### src/sv/lsc_pkg.sv
// -----------------------------------------------------------------------------
// lsc_pkg: shared types and constants of the 2x2 linear system classifier
// Holds the solution kind codes, the job record passed from the front end to
// the divider back end, and the fixed-point widths.
// -----------------------------------------------------------------------------
package lsc_pkg;

    localparam int QW          = 32;  // Q16.16 word width
    localparam int FRAC        = 16;  // fraction bits
    localparam int PW          = 64;  // product and determinant width
    localparam int QUEUE_DEPTH = 4;   // default depth of the job queue

    typedef enum logic [2:0] {
        KIND_NONE  = 3'd0,
        KIND_LINE  = 3'd1,
        KIND_POINT = 3'd2,
        KIND_XFIX  = 3'd3,
        KIND_YFIX  = 3'd4,
        KIND_ALL   = 3'd5
    } kind_t;

    // A divisor of zero marks a value slot that is not used; it reads as 0.
    typedef struct packed {
        kind_t                kind;
        logic signed [PW-1:0] num1;
        logic signed [PW-1:0] den1;
        logic signed [PW-1:0] num2;
        logic signed [PW-1:0] den2;
    } job_t;

endpackage

### src/sv/lsc_queue.sv
// -----------------------------------------------------------------------------
// lsc_queue: job queue between classifier and dividers
// A small circular buffer that lets either side stall on its own.
// -----------------------------------------------------------------------------
module lsc_queue #(
    parameter int DEPTH = lsc_pkg::QUEUE_DEPTH
) (
    input  logic          clk,
    input  logic          rst_n,
    input  logic          push,
    input  lsc_pkg::job_t wdata,
    output logic          full,
    input  logic          pop,
    output lsc_pkg::job_t rdata,
    output logic          empty
);

    localparam int AW = (DEPTH > 1) ? $clog2(DEPTH) : 1;
    localparam int CW = $clog2(DEPTH + 1);

    lsc_pkg::job_t mem [0:DEPTH-1];
    logic [AW-1:0] wr_ptr_reg, rd_ptr_reg;
    logic [CW-1:0] count_reg;

    assign full  = (count_reg == CW'(DEPTH));
    assign empty = (count_reg == '0);
    assign rdata = mem[rd_ptr_reg];

    always_ff @(posedge clk)
    begin
        if (push)
        begin
            mem[wr_ptr_reg] <= wdata;
        end
    end

    always_ff @(posedge clk or negedge rst_n)
    begin
        if (!rst_n)
        begin
            wr_ptr_reg <= '0;
            rd_ptr_reg <= '0;
            count_reg  <= '0;
        end
        else
        begin
            if (push)
            begin
                wr_ptr_reg <= (wr_ptr_reg == AW'(DEPTH - 1)) ? '0 : wr_ptr_reg + 1'b1;
            end
            if (pop)
            begin
                rd_ptr_reg <= (rd_ptr_reg == AW'(DEPTH - 1)) ? '0 : rd_ptr_reg + 1'b1;
            end
            if (push && !pop)
            begin
                count_reg <= count_reg + 1'b1;
            end
            else if (pop && !push)
            begin
                count_reg <= count_reg - 1'b1;
            end
        end
    end

endmodule

### config.mk
export PLATFORM = sky130hd
export DESIGN_NAME = lsc_queue
export DESIGN_NICKNAME = d
export VERILOG_FILES = /design/src/sv/lsc_pkg.sv /design/src/sv/lsc_queue.sv
export SDC_FILE = /design/constraint.sdc
export NUM_CORES = 1
export LEC_CHECK = 0
export ABC_AREA = 0
export BUFFER_PORTS_ARGS = -buffer_cell sky130_fd_sc_hd__buf_4
export CORE_UTILIZATION = 61
export DETAILED_ROUTE_END_ITERATION = 12
export PLACE_DENSITY = 0.9
export SYNTH_ARGS = -nofsm -noshare
export SYNTH_HDL_FRONTEND = slang
export SYNTH_SLANG_ARGS = --single-unit
### constraint.sdc
create_clock -name clk -period 20.1 [get_ports clk]
set_input_delay 4.02 -clock clk [delete_from_list [all_inputs] [get_ports clk]]
set_output_delay 4.02 -clock clk [all_outputs]
set_load 0.03 [all_outputs]
### After elaboration in Yosys (flattened, before gate mapping)

Memories as Yosys holds them, arrays and structs flattened.
Cells that the tools add are included.
W data, S select, Z words.

| storage, ports and cells | value |
|---|---|
| bits in read-only memories | 0 |
| memories kept | 1 |
| word-level logic and storage cells | 23 |
| register bits | 7 |
| memory bits (writable) | 1036 |
| latch bits | 0 |
| bits of input ports | 263 |

Memory list:

| memory | words | width | rd ports | clocked after memory_dff | wr ports | line | RTL |
|---|---|---|---|---|---|---|---|
| mem | 4 | 259 | 1 | 0 | 1 | lsc_queue.sv:21 | `lsc_pkg::job_t mem [0:DEPTH-1];` |

| operators by class | value |
|---|---|
| eq/ne operators | 3 |
| reduce and logical (&&, ||, !) cells | 6 |
| magnitude comparators | 0 |
| multiplexer cells | 6 |
| bitwise operators | 0 |
| $mul | 0 |
| add/subtract/negate cells | 4 |
| shift operators | 0 |
| div/mod/pow operators | 0 |

Operators by type and width:

| cell | count |
|---|---|
| $mux W3 | 2 |
| $add A2 B1 Y2 const B | 2 |
| $eq A2 B2 Y1 const B | 2 |
| $mux W2 | 2 |
| $add A3 B1 Y3 const B | 1 |
| $eq A3 B3 Y1 const B | 1 |
| $logic_not A3 Y1 | 1 |
| $sub A3 B1 Y3 const B | 1 |
| $logic_and A1 B1 Y1 | 2 |
| $logic_not A1 Y1 | 2 |
| $mux W1 | 2 |
| $reduce_bool A2 Y1 | 1 |

### Logic depth before layout (Yosys ltp)

| logic depth | value |
|---|---|
| depth in word-level cells | 4 |
| mapped depth | 7 |
| mapped depth without buffers | 7 |

### Least setup slack after synthesis

No wires, ideal clock.

| timing | value |
|---|---|
| path type | input port to flip-flop |
| start point | in push |
| end point | mem mem[2][0] (netlist name) (enable) |
| stages on the path | 1 |
| path buffers | 0 |
| slack | 9576 ps |
| data arrival time | 9873 ps |
| library setup time | 652 ps |
| cell sequence | and2_1 |

| between the ends | value |
|---|---|
| cells in the longest elaborated chain, start to end | 2 |

Ends and longest elaborated chain:

| what | line | RTL |
|---|---|---|
| start: declaration | lsc_queue.sv:10 | `input logic push,` |
| $mux W1 | lsc_queue.sv:31 | `if (push)` |
| $mux W1 (not written as such) | lsc_queue.sv:33 | `mem[wr_ptr_reg] <= wdata;` |
| end: declaration | lsc_queue.sv:21 |  |

Every way passes these cells.

==> flow_metrics.env <==
export IMPL_synth_async_reset_ratio_pct=0.671
export IMPL_antenna_found_initial=19
export IMPL_grt_max_degree=139
export IMPL_io_buffer_count=523
export IMPL_peakVddDrop_v=0.000158
export IMPL_die_y_um=251
export IMPL_cts_resized=0
export IMPL_hpwl_mm=51.1
export IMPL_criticalPathCategory="reg2out"
export IMPL_synth_edf_count=1036
export IMPL_ff2ff_path_depth=6
export IMPL_syn_to_final_growth_pct=20.7
export IMPL_grt_pass1_wl_mm=127
export IMPL_crit_path_end_kind="primary output"
export IMPL_seqPwrFrac_pct=40.3
export IMPL_fin_area_sq_mm=0.0456
export IMPL_comb_power_share_pct=35.1
export IMPL_io_pins=524
export IMPL_reg2reg_setup_slack_ns=16.08
export IMPL_stdcell_count=2852
export IMPL_final_setup_tns_ns=0
export IMPL_hp_start="count_reg[0]"
export IMPL_grt_usage_pct=28.5
export IMPL_synth_common_cells="edfxtp_1 (1036), mux4_2 (259), buf_2 (29)"
export IMPL_start_kind="flip-flop"
export IMPL_grt_pass1_vias=19098
export IMPL_drive_gt1_share_pct=46.0
export IMPL_die_width_um=251
export IMPL_max_clock_freq_ghz=0.110
export IMPL_dieArea_sq_mm=0.0629
export IMPL_dp_cells=2657
export IMPL_fin_crit_sh_pct=45.1
export IMPL_drc=0
export IMPL_holdPathEnd="count_reg[0]"
export IMPL_synth_nets=1660
export IMPL_power_internal_mw=4.80
export IMPL_cts_setup_buffers=0
export IMPL_fillers=3011
export IMPL_start_util_pct=62.1
export IMPL_regToRegEndpoint="mem[0][127]"
export IMPL_rsz0062_at_grt="no"
export IMPL_final_nets=2244
export IMPL_critPathMaxFanout=52
export IMPL_hold_buffers=0
export IMPL_ys_seq_elements=1043
export IMPL_slew_headroom_pct=19.9
export IMPL_clk_pin_slew_ns=0.07
export IMPL_synthCells=1390
export IMPL_cap_violations=0
export IMPL_ys_flop_type="edfxtp_1"
export IMPL_skew_ns=0.0309
export IMPL_avgViaCountPerCell=6.27
export IMPL_vias=17875
export IMPL_largest_reg_flops=1036
export IMPL_cts_htree_levels=3
export IMPL_cts_sinks=1043
export IMPL_yosysMostFrequentCell="edfxtp_1"
export IMPL_drt_total_wl_mm=90.5
export IMPL_slew_violations=0
export IMPL_rr_startpoint="wr_ptr_reg[0]"
export IMPL_cts_root_buf="clkbuf_16"
export IMPL_yosysTopAreaCell="edfxtp_1"
export IMPL_place_area_sq_mm=0.0424
export IMPL_cts_inserted_buffers=97
export IMPL_status="finished clean"
export IMPL_setup_viol_count_final=0
export IMPL_synth_area_leaders="edfxtp_1 (82%), mux4_2 (15%), buf_6 (0.66%)"
export IMPL_hold_violations=0
export IMPL_ant_nets=0
export IMPL_gp_congestion=0.793
export IMPL_synth_distinct_cells=18
export IMPL_ys_warn_count=0
export IMPL_p_clk_share_pct=24.6
export IMPL_p_switching_mw=2.50
export IMPL_hp_class="reg2reg"
export IMPL_ctsLongestPathBuffers=3
export IMPL_min_path_cells=1
export IMPL_grt_ovfl_total=0
export IMPL_place_ws_ns=11.55
export IMPL_power_density_mw_per_mm2=160
export IMPL_cts_tree="built"
export IMPL_worst_hold_slack_ns=0.616
export IMPL_switching_share_pct=34.3
export IMPL_period_minus_slack_ns=9.06
export IMPL_drt_iter0_drc=1526
export IMPL_required_ns=16.08
export IMPL_first_pass_iters=7
export IMPL_wl_per_cell_um=31.7
export IMPL_leakagePower_nw=15.5
export IMPL_clkLatencyLatePin_ns=0.66
export IMPL_fin_ws_ns=11.04
export IMPL_syn_area_sq_mm=0.0378
export IMPL_worst_pin_slew_ns=1.20
export IMPL_core_sq_mm=0.0608
export IMPL_syn_area_per_cell_sq_um=27.2
export IMPL_synth_seq_area_share_pct=82.8
export IMPL_row_count=90
export IMPL_critical_path_arrival_ns=5.04
export IMPL_synth_top_cell_area_share_pct=82.4
-- routing by layer --
metal / share of wire [%] / vias up / track usage [%]
li1: - / 7235 / -
met1: 33 / 9294 / 32.7
met2: 53 / 1110 / 49.7
met3: 9.3 / 230 / 7.51
met4: 5.1 / 6 / 13.9
met5: 0.051 / - / 0
-- layout make-up --
class                      count  area (sq um)  area share [%]
clock inverter                61           608            1.33
clock buffer                 115          2490            5.47
multi-input combinational    285          6060            13.3
sequential                  1043         31300            68.6
tap                          782           978            2.15
antenna                       19          47.5           0.104
inverter                       4          15.0          0.0329
timing repair buffer         543          4090            8.97
-- worst max-delay path, stage by stage, from the launching register on --
cell and delay [ns]:
dfrtp_4 0.76, buf_4 0.86, buf_4 0.85, buf_4 0.88, mux4_2 0.65, buf_4 0.20
-- cell usage in the layout (no fill, tap or decap), drive strengths merged --
| cell type | n |
|---|---|
| ha | 6 |
| inv | 8 |
| nor3b | 1 |
| diode | 19 |
| buf | 543 |
| nand2 | 2 |
| o21ai | 2 |
| bufinv | 9 |
| nor3 | 1 |
| clkinvlp | 3 |
| fa | 1 |
| mux2 | 3 |
| clkbuf | 115 |
| mux4 | 259 |
| nor2 | 3 |
| edfxtp | 1036 |
| clkinv | 45 |
| and2 | 4 |
| xor2 | 2 |
| xnor2 | 1 |
| dfrtp | 7 |
-- cell families after synthesis --
family                     after synthesis  synth area share [%]
xor gates and xnor gates                 3                0.0696
muxes                                  262                  15.5
buffers and inverters                   62                  1.15
DFF                                   1043                  82.8
adders and majority gates                7                 0.252
and+or+nand+nor                         11                 0.149
AOI/OAI and AO/OA                        2                0.0265
-- through the flow --
step | util (%) | total power [mW]
detailed placement | 69.8 | 5.50
finish | 75.0 | 7.30
floorplan | - | 4.71
CTS | 74.9 | 7.34
global placement | 69.8 | 5.43
global route | 75.0 | 7.51
-- power groups by stage --
stage | registers [mW] | clock network, mW | logic (mW)
after floorplan | 2.98 | 0 | 1.73
after global placement | 2.93 | 0 | 2.50
after detailed placement | 2.97 | 0 | 2.53
after CTS | 2.95 | 1.81 | 2.58
after global routing | 2.97 | 1.89 | 2.65
final | 2.94 | 1.79 | 2.56
-- worst max path at each step --
stage / start / end / cells past startpoint
floorplan: push / mem[2][0] / 1
global placement: rd_ptr_reg[0] / rdata[61] / 5
detailed placement: rd_ptr_reg[0] / rdata[69] / 5
CTS: rd_ptr_reg[0] / rdata[119] / 5
global route: rd_ptr_reg[0] / rdata[119] / 5
finish: rd_ptr_reg[0] / rdata[119] / 5
Note: power is estimated with default switching activity, not from simulation.
